`src/rtl/core/sdt_pkg.sv`:
```
// Shared types and constants for the service description section parser.
// Holds the input and result transfer structs and the field codes.
// No dependencies.
`timescale 1ns / 1ps

package sdt_pkg;

  localparam int unsigned CFG_INDEX_W = 1;
  localparam int unsigned CFG_DATA_W  = 8;

  localparam logic [CFG_INDEX_W-1:0] CFG_TID      = 1'd0;
  localparam logic [CFG_INDEX_W-1:0] CFG_MAX_TEXT = 1'd1;

  localparam logic [7:0] TID_RESET      = 8'h42;
  localparam logic [7:0] MAX_TEXT_RESET = 8'd63;

  localparam logic [7:0]  TAG_SERVICE  = 8'h48;
  localparam logic [7:0]  LEN_MASK     = 8'h0F;
  localparam logic [11:0] HEADER_BYTES = 12'd11;
  localparam logic [7:0]  ENTRY_HEAD   = 8'd5;
  localparam logic [13:0] CRC_BYTES    = 14'd4;

  localparam logic [2:0] KIND_PROV_CHAR  = 3'd0;
  localparam logic [2:0] KIND_NAME_CHAR  = 3'd1;
  localparam logic [2:0] KIND_PROV_EMPTY = 3'd2;
  localparam logic [2:0] KIND_NAME_EMPTY = 3'd3;
  localparam logic [2:0] KIND_STATUS     = 3'd4;

  localparam logic [1:0] ST_OK    = 2'd0;
  localparam logic [1:0] ST_WRONG = 2'd1;
  localparam logic [1:0] ST_TRUNC = 2'd2;

  typedef struct packed {
    logic [7:0] section_byte;
    logic       first_byte;
    logic       buffer_end;
  } sdt_in_t;

  typedef struct packed {
    logic [2:0]  kind;
    logic [15:0] prog_num;
    logic [7:0]  text_char;
    logic        last_char;
    logic [1:0]  status;
  } sdt_out_t;

endpackage

```
`src/rtl/core/sdt_service_descriptor_parser.sv`:
```
// Service description section parser: byte walker, result register and skid stage.
// Depends on sdt_pkg for transfer structs, field codes and constants.
//
//   channel  | direction | handshake          | payload
//   ---------+-----------+--------------------+---------------------------
//   in       | to block  | in_valid/in_stall  | sdt_in_t  (one section byte)
//   out      | from block| out_valid/out_stall| sdt_out_t (char, empty or status)
//   cfg      | to block  | cfg_write          | cfg_index, cfg_data
//
// One byte per cycle while in_stall is low: the parse state updates in the cycle a
// byte transfer completes, and its result, if any, lands in the output register at
// the same edge, or, while the output register is stalled, in a skid register that
// holds one result; in_stall rises only while the skid register is full.
// Synchronous reset returns the walker to idle and empties both result registers.
`timescale 1ns / 1ps

module sdt_service_descriptor_parser (
  input  logic                                clk,
  input  logic                                rst,
  input  logic                                in_valid,
  output logic                                in_stall,
  input  sdt_pkg::sdt_in_t                    in_data,
  output logic                                out_valid,
  input  logic                                out_stall,
  output sdt_pkg::sdt_out_t                   out_data,
  input  logic                                cfg_write,
  input  logic [sdt_pkg::CFG_INDEX_W-1:0]     cfg_index,
  input  logic [sdt_pkg::CFG_DATA_W-1:0]      cfg_data
);

  typedef enum logic [3:0] {
    PH_IDLE  = 4'd0,
    PH_LENHI = 4'd1,
    PH_LENLO = 4'd2,
    PH_HDR   = 4'd3,
    PH_ENTRY = 4'd4,
    PH_DTAG  = 4'd5,
    PH_DLEN  = 4'd6,
    PH_STYPE = 4'd7,
    PH_PLEN  = 4'd8,
    PH_PCHAR = 4'd9,
    PH_NLEN  = 4'd10,
    PH_NCHAR = 4'd11,
    PH_DSKIP = 4'd12,
    PH_ESKIP = 4'd13
  } phase_t;

  logic [7:0] sect_tid;
  logic [7:0] max_text;

  phase_t      phase, phase_next;
  logic [11:0] bpos, bpos_next;
  logic [11:0] slen, slen_next;
  logic [11:0] sle, sle_next;
  logic [11:0] dend, dend_next;
  logic [15:0] svc, svc_next;
  logic [7:0]  srem, srem_next;
  logic        sacc, sacc_next;

  logic              in_accept;
  logic              out_take;
  logic              res_valid;
  sdt_pkg::sdt_out_t res;
  logic              skid_valid;
  sdt_pkg::sdt_out_t skid_data;

  logic [7:0]  b;
  logic [12:0] q;
  logic [13:0] q14;
  logic [13:0] raw_entry;
  logic [13:0] raw_dlen;
  logic [11:0] len_hi;
  logic [7:0]  srem_dec;
  logic        do_entry, do_desc, do_cont, do_end;

  assign in_accept = in_valid && !in_stall;
  assign out_take  = out_valid && !out_stall;
  assign in_stall  = skid_valid;

  assign b         = in_data.section_byte;
  assign q         = {1'b0, bpos} + 13'd1;
  assign q14       = {1'b0, q};
  assign raw_entry = q14 + {2'b00, sle | {4'h0, b}};
  assign raw_dlen  = q14 + {6'h00, b};
  assign len_hi    = {(b & sdt_pkg::LEN_MASK) , 4'h0} << 4;
  assign srem_dec  = (srem != 8'd0) ? srem - 8'd1 : 8'd0;

  always_comb begin
    phase_next = phase;
    bpos_next  = bpos;
    slen_next  = slen;
    sle_next   = sle;
    dend_next  = dend;
    svc_next   = svc;
    srem_next  = srem;
    sacc_next  = sacc;
    res_valid  = 1'b0;
    res        = '0;
    do_entry   = 1'b0;
    do_desc    = 1'b0;
    do_cont    = 1'b0;
    do_end     = 1'b0;

    if (in_data.first_byte) begin
      sacc_next = 1'b0;
      if (b != sect_tid) begin
        phase_next = PH_IDLE;
        res_valid  = 1'b1;
        res.kind   = sdt_pkg::KIND_STATUS;
        res.last_char = 1'b1;
        res.status = sdt_pkg::ST_WRONG;
      end else if (in_data.buffer_end) begin
        phase_next = PH_IDLE;
        res_valid  = 1'b1;
        res.kind   = sdt_pkg::KIND_STATUS;
        res.last_char = 1'b1;
        res.status = sdt_pkg::ST_TRUNC;
      end else begin
        phase_next = PH_LENHI;
      end
    end else begin
      case (phase)
        PH_IDLE: begin
          phase_next = PH_IDLE;
        end
        PH_LENHI: begin
          slen_next  = len_hi;
          phase_next = PH_LENLO;
          if (in_data.buffer_end) begin
            phase_next = PH_IDLE;
            res_valid  = 1'b1;
            res.kind   = sdt_pkg::KIND_STATUS;
            res.last_char = 1'b1;
            res.status = sdt_pkg::ST_TRUNC;
          end
        end
        PH_LENLO: begin
          slen_next = slen | {4'h0, b};
          bpos_next = 12'd0;
          if ((slen | {4'h0, b}) == 12'd0) begin
            phase_next = PH_IDLE;
            res_valid  = 1'b1;
            res.kind   = sdt_pkg::KIND_STATUS;
            res.last_char = 1'b1;
            res.status = sdt_pkg::ST_OK;
          end else if (in_data.buffer_end) begin
            phase_next = PH_IDLE;
            res_valid  = 1'b1;
            res.kind   = sdt_pkg::KIND_STATUS;
            res.last_char = 1'b1;
            res.status = sdt_pkg::ST_TRUNC;
          end else begin
            phase_next = PH_HDR;
          end
        end
        PH_HDR: begin
          do_end = 1'b1;
          if (bpos >= sdt_pkg::HEADER_BYTES - 12'd4) do_entry = 1'b1;
        end
        PH_ENTRY: begin
          do_end = 1'b1;
          case (srem)
            8'd0: svc_next = {b, 8'h00};
            8'd1: svc_next = svc | {8'h00, b};
            8'd3: sle_next = len_hi;
            default: svc_next = svc;
          endcase
          if (srem >= sdt_pkg::ENTRY_HEAD - 8'd1) begin
            if (raw_entry + sdt_pkg::CRC_BYTES > {2'b00, slen}) begin
              phase_next = PH_ESKIP;
              sle_next   = 12'hFFF;
            end else begin
              sle_next = raw_entry[11:0];
              do_desc  = 1'b1;
            end
          end else begin
            srem_next = srem + 8'd1;
          end
        end
        PH_DTAG: begin
          do_end     = 1'b1;
          sacc_next  = (b == sdt_pkg::TAG_SERVICE);
          phase_next = PH_DLEN;
        end
        PH_DLEN: begin
          do_end = 1'b1;
          if (raw_dlen <= {2'b00, sle}) begin
            dend_next = raw_dlen[11:0];
            if (sacc && b >= 8'd2) phase_next = PH_STYPE;
            else do_cont = 1'b1;
          end else begin
            dend_next = sle;
            do_cont   = 1'b1;
          end
        end
        PH_STYPE: begin
          do_end     = 1'b1;
          phase_next = PH_PLEN;
        end
        PH_PLEN, PH_NLEN: begin
          do_end = 1'b1;
          if (b <= max_text && raw_dlen <= {2'b00, dend}) begin
            if (b == 8'd0) begin
              res_valid     = 1'b1;
              res.kind      = (phase == PH_PLEN) ? sdt_pkg::KIND_PROV_EMPTY
                                                 : sdt_pkg::KIND_NAME_EMPTY;
              res.prog_num  = svc;
              res.last_char = 1'b1;
              if (phase == PH_PLEN && {1'b0, dend} > q) phase_next = PH_NLEN;
              else do_cont = 1'b1;
            end else begin
              srem_next  = b;
              phase_next = (phase == PH_PLEN) ? PH_PCHAR : PH_NCHAR;
            end
          end else begin
            do_cont = 1'b1;
          end
        end
        PH_PCHAR, PH_NCHAR: begin
          do_end         = 1'b1;
          srem_next      = srem_dec;
          res_valid      = 1'b1;
          res.kind       = (phase == PH_PCHAR) ? sdt_pkg::KIND_PROV_CHAR
                                               : sdt_pkg::KIND_NAME_CHAR;
          res.prog_num   = svc;
          res.text_char  = b;
          res.last_char  = (srem_dec == 8'd0);
          if (srem_dec == 8'd0) begin
            if (phase == PH_PCHAR && {1'b0, dend} > q) phase_next = PH_NLEN;
            else do_cont = 1'b1;
          end
        end
        PH_DSKIP: begin
          do_end  = 1'b1;
          do_cont = 1'b1;
        end
        PH_ESKIP: begin
          do_end = 1'b1;
          if (q >= {1'b0, sle}) do_entry = 1'b1;
        end
        default: begin
          phase_next = PH_IDLE;
        end
      endcase

      if (do_cont) begin
        sacc_next = 1'b0;
        if (q < {1'b0, dend_next}) phase_next = PH_DSKIP;
        else do_desc = 1'b1;
      end
      if (do_desc) begin
        if (q14 + 14'd2 <= {2'b00, sle_next}) phase_next = PH_DTAG;
        else if (q < {1'b0, sle_next}) phase_next = PH_ESKIP;
        else do_entry = 1'b1;
      end
      if (do_entry) begin
        if (q14 + {6'h00, sdt_pkg::ENTRY_HEAD} + sdt_pkg::CRC_BYTES <= {2'b00, slen}) begin
          phase_next = PH_ENTRY;
          srem_next  = 8'd0;
        end else begin
          phase_next = PH_ESKIP;
          sle_next   = 12'hFFF;
        end
      end
      if (do_end) begin
        if (q >= {1'b0, slen}) begin
          phase_next    = PH_IDLE;
          sacc_next     = 1'b0;
          res_valid     = 1'b1;
          res           = '0;
          res.kind      = sdt_pkg::KIND_STATUS;
          res.last_char = 1'b1;
          res.status    = sdt_pkg::ST_OK;
        end else if (in_data.buffer_end) begin
          phase_next    = PH_IDLE;
          sacc_next     = 1'b0;
          res_valid     = 1'b1;
          res           = '0;
          res.kind      = sdt_pkg::KIND_STATUS;
          res.last_char = 1'b1;
          res.status    = sdt_pkg::ST_TRUNC;
        end else begin
          bpos_next = q[11:0];
        end
      end
    end
  end

  always_ff @(posedge clk) begin
    if (rst) begin
      sect_tid <= sdt_pkg::TID_RESET;
      max_text <= sdt_pkg::MAX_TEXT_RESET;
    end else if (cfg_write) begin
      if (cfg_index == sdt_pkg::CFG_TID) sect_tid <= cfg_data;
      if (cfg_index == sdt_pkg::CFG_MAX_TEXT) max_text <= cfg_data;
    end
  end

  always_ff @(posedge clk) begin
    if (rst) begin
      phase <= PH_IDLE;
      bpos  <= 12'd0;
      slen  <= 12'd0;
      sle   <= 12'd0;
      dend  <= 12'd0;
      svc   <= 16'd0;
      srem  <= 8'd0;
      sacc  <= 1'b0;
    end else if (in_accept) begin
      phase <= phase_next;
      bpos  <= bpos_next;
      slen  <= slen_next;
      sle   <= sle_next;
      dend  <= dend_next;
      svc   <= svc_next;
      srem  <= srem_next;
      sacc  <= sacc_next;
    end
  end

  always_ff @(posedge clk) begin
    if (rst) begin
      out_valid  <= 1'b0;
      skid_valid <= 1'b0;
    end else if (skid_valid) begin
      if (out_take) begin
        out_valid  <= 1'b1;
        skid_valid <= 1'b0;
      end
    end else if (!out_valid || out_take) begin
      out_valid <= in_accept && res_valid;
    end else if (in_accept && res_valid) begin
      skid_valid <= 1'b1;
    end
  end

  always_ff @(posedge clk) begin
    if (skid_valid) begin
      if (out_take) out_data <= skid_data;
    end else if (!out_valid || out_take) begin
      if (in_accept && res_valid) out_data <= res;
    end else if (in_accept && res_valid) begin
      skid_data <= res;
    end
  end

  assert property (@(posedge clk) disable iff (rst) skid_valid |-> out_valid)
    else $error("skid register full while output register empty");

  assert property (@(posedge clk) disable iff (rst)
    (in_accept && res_valid && res.kind == sdt_pkg::KIND_STATUS) |=> phase == PH_IDLE)
    else $error("walker not idle after section status");

  assert property (@(posedge clk) disable iff (rst)
    (in_accept && res_valid && res.kind == sdt_pkg::KIND_PROV_CHAR) |-> phase == PH_PCHAR)
    else $error("provider character outside provider string");

  assert property (@(posedge clk) disable iff (rst)
    (in_accept && res_valid && res.kind != sdt_pkg::KIND_STATUS) |-> res.status == sdt_pkg::ST_OK)
    else $error("status set on a string result");

endmodule

```
`config.mk`:
```
export PLATFORM = sky130hd
export DESIGN_NAME = sdt_service_descriptor_parser
export DESIGN_NICKNAME = d
export VERILOG_FILES = /design/src/rtl/core/sdt_pkg.sv /design/src/rtl/core/sdt_service_descriptor_parser.sv
export SDC_FILE = /design/constraint.sdc
export NUM_CORES = 1
export LEC_CHECK = 0
export BUFFER_PORTS_ARGS = -buffer_cell sky130_fd_sc_hd__buf_2
export CORE_UTILIZATION = 35
export CTS_CLUSTER_SIZE = 25
export DETAILED_ROUTE_END_ITERATION = 10
export PLACE_DENSITY = 0.56
export SKIP_CTS_REPAIR_TIMING = 1
export SYNTH_ARGS = -nofsm -noshare
export SYNTH_HDL_FRONTEND = slang
export SYNTH_SLANG_ARGS = --single-unit
export TNS_END_PERCENT = 10
```
`constraint.sdc`:
```
create_clock -name clk -period 17.93 [get_ports clk]
set_input_delay 5.379 -clock clk [delete_from_list [all_inputs] [get_ports clk]]
set_output_delay 5.379 -clock clk [all_outputs]
set_load 0.01 [all_outputs]
```
==> flow_summary.yaml, run 1 <==
run_status:
  status: "finished, final reports clean"
setup_path:
  start_kind: "input port"
  path_buf_inv: 3
  critPathMaxFanout: 11
  cpLargestDelayFamily: "compound AO/OA/AOI/OAI gates"
  path_class: "input port to register"
  required_ns: 18.31
  critical-path-slowest-cell: "a2111oi_0"
  critPathCaptureType: "register"
  cp.arrival_ns: 14.09
  critPathMaxStageDelay_ns: 0.58
synth:
  synth_area_per_cell_um2: 8.537
  async_flop_share: 0
  synth_edf_count: 60
  synth_top_cell_by_area: "dfxtp_1"
  synthesis.nets: 1648
  synth_cells: 1479
  netlist_area_mm2: 0.01263
  seq_area_frac_synth: 0.2933
  ys_seq_elements: 155
  ys.flop_type: "dfxtp_1"
  synth_cell_types: 80
  yosysWarnings: 0
  yosys.area.top_type_share: 0.1506
  synth_area_leaders: "dfxtp_1 15%, edfxtp_1 14%, ha_1 14%, a21oi_1 4.7%, nor2_1 4.0%"
floorplan:
  ioPinCount: 56
  coreArea_mm2: 0.03557
  row_count: 69
  die_w_um: 191.9
  chipHeight_um: 191.9
  initial_core_util: 0.3550
  die_area_mm2: 0.03684
sta:
  min_period_over_period: 0.7650
  tns_ns: 0
  fin_ws_ns: 4.213
  hold_viol_final: 0
  worst_slew_pin_slew_ns: 1.139
  max_freq_mhz: 72.90
  fin_skew_ns: 0.01907
  finalMaxSlewViolations: 0
  maxSlewHeadroom: 0.2363
  fin_crit_ns: 13.72
  setup_viol: 0
  rsz0062_at_grt: "no"
clock_network:
  cts-root-buf: "clkbuf_16"
  cts_buffer_depth: 2
  clock_latency_ns: 0.47
  cts_buffers: 17
  cts.clk_slew.worst_paths_ns: 0.07
  cts_tree: "built"
  htree_levels: 4
  clock_sinks: 155
grt:
  grt_use_total: 0.2411
  grt_pass1_vias: 10990
  grt_pass1_wl_um: 66170
  grt_overflow_total: 0
  grt_max_degree: 79
  antenna_found_initial: 0
cells_and_area:
  fin_util: 0.3915
  syn_to_final_growth_pct: 10.30
  final_nets: 1670
  final.fill_count: 3621
  diodes: 0
  drive_gt1_frac: 0.1136
routing:
  finalWirelength_um: 43450
  drt-vias-per-instance: 5.761
  drt_iter0_markers: 906
  drcViolationCount: 0
  dr.pass1.iters: 7
  final_antenna_net_count: 0
  vias: 11380
  post_drt_wl_per_cell_um: 22.00
power:
  powerDensity_mw_per_mm2: 63.76
  cellLeakagePower_nw: 5.756
  total_power_w: 0.0008880
  ir_worst_vdd_v: 0.0001056
flow_run:
  cap_violations: 0
placed_design:
  dp_hpwl_um: 32870
  port_buffers: 55
  gp_congestion: 0.9360
  dpl_worst_slack_ns: 3.887
min_path:
  min_path_type: "register to register"
[cell usage after synthesis, drive strengths merged (12+ instances only)]
cell type  instances
mux2              30
o31ai             12
a21oi            118
nand4             23
and3              26
o21ai             56
a221oi            18
nor2             138
ha               143
inv               94
mux2i             23
a21o              37
a211oi            17
clkbuf            62
buf               12
nor3              30
xnor2             53
dfxtp             95
nor2b             21
edfxtp            60
and2              28
xor2              17
nand2b            13
nand2            108
o21a              18
nand3             43
a31oi             15
[layout by cell type (no fill, tap or decap), drive strengths merged, types with 19 or more instances in the layout]
cell type    n
inv        103
nand3       43
xnor2       53
edfxtp      60
buf         77
ha         143
o21ai       56
mux2i       23
and3        26
clkbuf      19
a21o        37
a21oi      118
nand2      108
nor2b       21
nand4       23
nor3        30
nor2       138
dfxtp       95
mux2        30
and2        28
[area by class of cell]
cell class	instances	area, um^2	area share
clock buffer	19	432.9	0.03109
inverter	95	356.6	0.02561
clock inverter	13	130.1	0.009344
tap	461	576.8	0.04142
sequential	155	3704	0.2659
timing repair buffer	77	440.4	0.03163
multi-input combinational	1155	8285	0.5950
[flip-flops by register name (all words and copies together), names as in the netlist]
| name | flops |
|---|---|
| out_data | 30 |
| skid_data | 30 |
| svc | 16 |
| bpos | 12 |
| dend | 12 |
| sle | 12 |
| slen | 12 |
| max_text | 8 |
| sect_tid | 8 |
| srem | 8 |
| phase | 4 |
| in_stall | 1 |
| out_valid | 1 |
| sacc | 1 |
[final timing paths]
kind | slack [ns] | from | end | depth (start not counted)
min reg2reg | 0.46 | max_text[2]$_SDFFE_PP1P_ | max_text[2]$_SDFFE_PP1P_ | 1
min | 0.46 | max_text[2]$_SDFFE_PP1P_ | max_text[2]$_SDFFE_PP1P_ | 1
max | 4.21 | in_data[2] | srem[7]$_SDFFE_PP0P_ | 37
max reg2reg | 7.68 | bpos[0]$_SDFFE_PP0P_ | srem[7]$_SDFFE_PP0P_ | 36
[metrics by stage]
step | instances | instance area (um^2) | hold WS (ns)
detailed placement | 1943 | 13360 | 0.4511
floorplan | 1479 | 12630 | 0.4285
global route | 1975 | 13930 | 0.4771
finish | 1975 | 13930 | 0.4622
global placement | 1943 | 13360 | 0.4414
CTS | 1975 | 13930 | 0.4676
[worst register-to-register path: cells and delay by family, from the launching register on]
| family | cells | cell delay [ns] |
|---|---|---|
| multiplexers | 1 | 0.57 |
| buffers and inverters | 3 | 0.84 |
| adder cells (fa/ha/maj) | 4 | 1.52 |
| XOR/XNOR | 2 | 0.46 |
| AO/OA/AOI/OAI | 15 | 4.04 |
| AND/OR/NAND/NOR | 11 | 2.09 |
| flip-flops | 1 | 0.67 |
[routing by layer]
layer / vias up / GRT usage / wire (um)
met4: 0 / 0.1416 / 2441
met1: 5436 / 0.3142 / 19650
met3: 93 / 0.03855 / 2183
met2: 379 / 0.3746 / 19180
li1: 5469 / - / -
met5: - / 0 / 0
[logic make-up after synthesis]
kind of cell | after synthesis | synth area share
and+or+nand+nor | 479 | 0.1850
AOI/OAI and AO/OA | 399 | 0.2186
buffers and inverters | 169 | 0.05153
DFF | 155 | 0.2933
adders and majority gates | 148 | 0.1473
xor gates and xnor gates | 76 | 0.05926
muxes | 53 | 0.04499
[power by group]
part           leakage [nW]  internal (W)  switching, W
Sequential             1.30      0.000373    0.00000614
Combinational          4.17     0.0000521     0.0000906
Clock                 0.282      0.000195      0.000171
Total                  5.76      0.000620      0.000268
Power figures use the tool's default switching activity.
==> run 2: changes to the inputs <==
PLACE_DENSITY = 0.58   (was 0.56)
clock period = 12.1 ns   (was 17.93 ns; I/O delays follow)
==> flow_summary.yaml, run 2 (synthesis gave the netlist of run 1 again) <==
cells_and_area:
  drive_gt1_frac: 0.1207
  fin_cells: 1985
  layout_common_cells: "143 x ha_1, 134 x nor2_1, 118 x a21oi_1"
  final_common_cell: "ha_1"
  reg.largest.list: "out_data x30, skid_data x30, svc x16"
  final_nets: 1680
  diodes: 0
  syn_to_final_growth_pct: 11.33
power:
  cellLeakagePower_nw: 5.821
  powerDensity_mw_per_mm2: 97.34
  ir_worst_vdd_v: 0.00009623
setup_path:
  critPathMaxFanout: 8
  reg2reg_to: "srem[6]$_SDFFE_PP0P_"
  path_class: "input port to register"
  critPathCaptureType: "register"
  r2r_cells: 36
  required_ns: 12.47
  start_kind: "input port"
  regToRegStartpoint: "bpos[0]$_SDFFE_PP0P_"
  critPathMaxStageDelay_ns: 0.58
  cp.arrival_ns: 11.61
  r2r_setup_slack_ns: 2.46
  critical-path-slowest-cell: "a2111oi_0"
sta:
  worst_slew_pin_slew_ns: 1.111
  max_freq_mhz: 88.99
  setup_viol: 0
  fin_crit_ns: 11.24
  maxSlewHeadroom: 0.2545
  tns_ns: 0
  fin_skew_ns: 0.03038
  finalMaxSlewViolations: 0
  min_period_over_period: 0.9287
  rsz0062_at_grt: "no"
  hold_viol_final: 0
min_path:
  holdPathStages: 2
  min_path_type: "register to register"
  holdCritStartpoint: "max_text[7]$_SDFFE_PP0P_"
  min_to: "max_text[7]$_SDFFE_PP0P_"
routing:
  finalWirelength_um: 43210
  vias: 11650
  post_drt_wl_per_cell_um: 21.77
  dr.pass1.iters: 7
  drt_iter0_markers: 1108
  drcViolationCount: 0
  final_antenna_net_count: 0
  drt-vias-per-instance: 5.866
flow_run:
  cap_violations: 0
placed_design:
  dp_hpwl_um: 32530
  dpl.cell_count: 1953
  gp_congestion: 0.9676
  port_buffers: 55
grt:
  grt_pass1_wl_um: 64870
  grt_use_total: 0.2355
  grt_max_degree: 81
  grt_pass1_vias: 10830
  antenna_found_initial: 1
  grt_overflow_total: 0
clock_network:
  clock_sinks: 155
  cts_tree: "built"
  htree_levels: 4
  cts_buffers: 17
  cts_buffer_depth: 2
  clock_latency_ns: 0.46
  cts.clk_slew.worst_paths_ns: 0.08
  cts-root-buf: "clkbuf_16"
floorplan:
  chipHeight_um: 191.9
  ioPinCount: 56
  initial_core_util: 0.3550
  row_count: 69
  die_w_um: 191.9
  die_area_mm2: 0.03684
  coreArea_mm2: 0.03557
run_status:
  status: "finished, final reports clean"
-- run 2: final cells by class --
class	count	area, um^2
clock inverter	15	192.7
fill	3641	21510
tap	461	576.8
inverter	95	356.6
clock buffer	17	425.4
sequential	155	3704
multi-input combinational	1155	8285
timing repair buffer	87	515.5
-- run 2: worst max path at each step --
stage / start / to / depth (start not counted)
2_1_floorplan: in_data[2] / sle[1]$_SDFFE_PP0P_ / 39
3_3_place_gp: in_data[2] / srem[7]$_SDFFE_PP0P_ / 37
3_5_place_dp: in_data[2] / srem[2]$_SDFFE_PP0P_ / 36
4_1_cts: in_data[2] / srem[2]$_SDFFE_PP0P_ / 36
5_1_grt: in_data[2] / srem[2]$_SDFFE_PP0P_ / 36
6_report: in_data[2] / srem[6]$_SDFFE_PP0P_ / 36
-- run 2: layer usage --
metal,global-route usage,vias up,wire length [um]
met5,0,-,0
met3,0.02777,84,3058
li1,-,5497,-
met4,0.1105,0,1760
met2,0.3680,495,19180
met1,0.3215,5569,19210
-- run 2: worst max-delay path, delay by kind of cell --
kind	cells	cell delay, ns
compound gates	15	3.99
simple gates	12	2.37
buf+inv	3	0.30
fa+ha+maj	4	0.96
mux	1	0.20
xor+xnor	1	0.15
-- run 2: power by group --
group | internal [W] | switching [W]
Sequential | 0.000552 | 0.00000979
Clock | 0.000301 | 0.000288
Combinational | 0.0000807 | 0.000137
Total | 0.000934 | 0.000435
-- run 2: metrics by stage --
step / cell area [um^2] / utilization / hold WS, ns / total power, W / setup slack [ns]
detailed placement: 13440 / 0.3778 / 0.4479 / 0.0007870 / 0.5518
global placement: 13440 / 0.3778 / 0.4388 / 0.0007843 / 0.8590
global route: 14060 / 0.3952 / 0.4792 / 0.001417 / 0.3021
floorplan: 12630 / - / 0.4285 / 0.0007144 / 1.271
CTS: 14060 / 0.3952 / 0.4590 / 0.001371 / 0.9909
finish: 14060 / 0.3952 / 0.4574 / 0.001368 / 0.8628
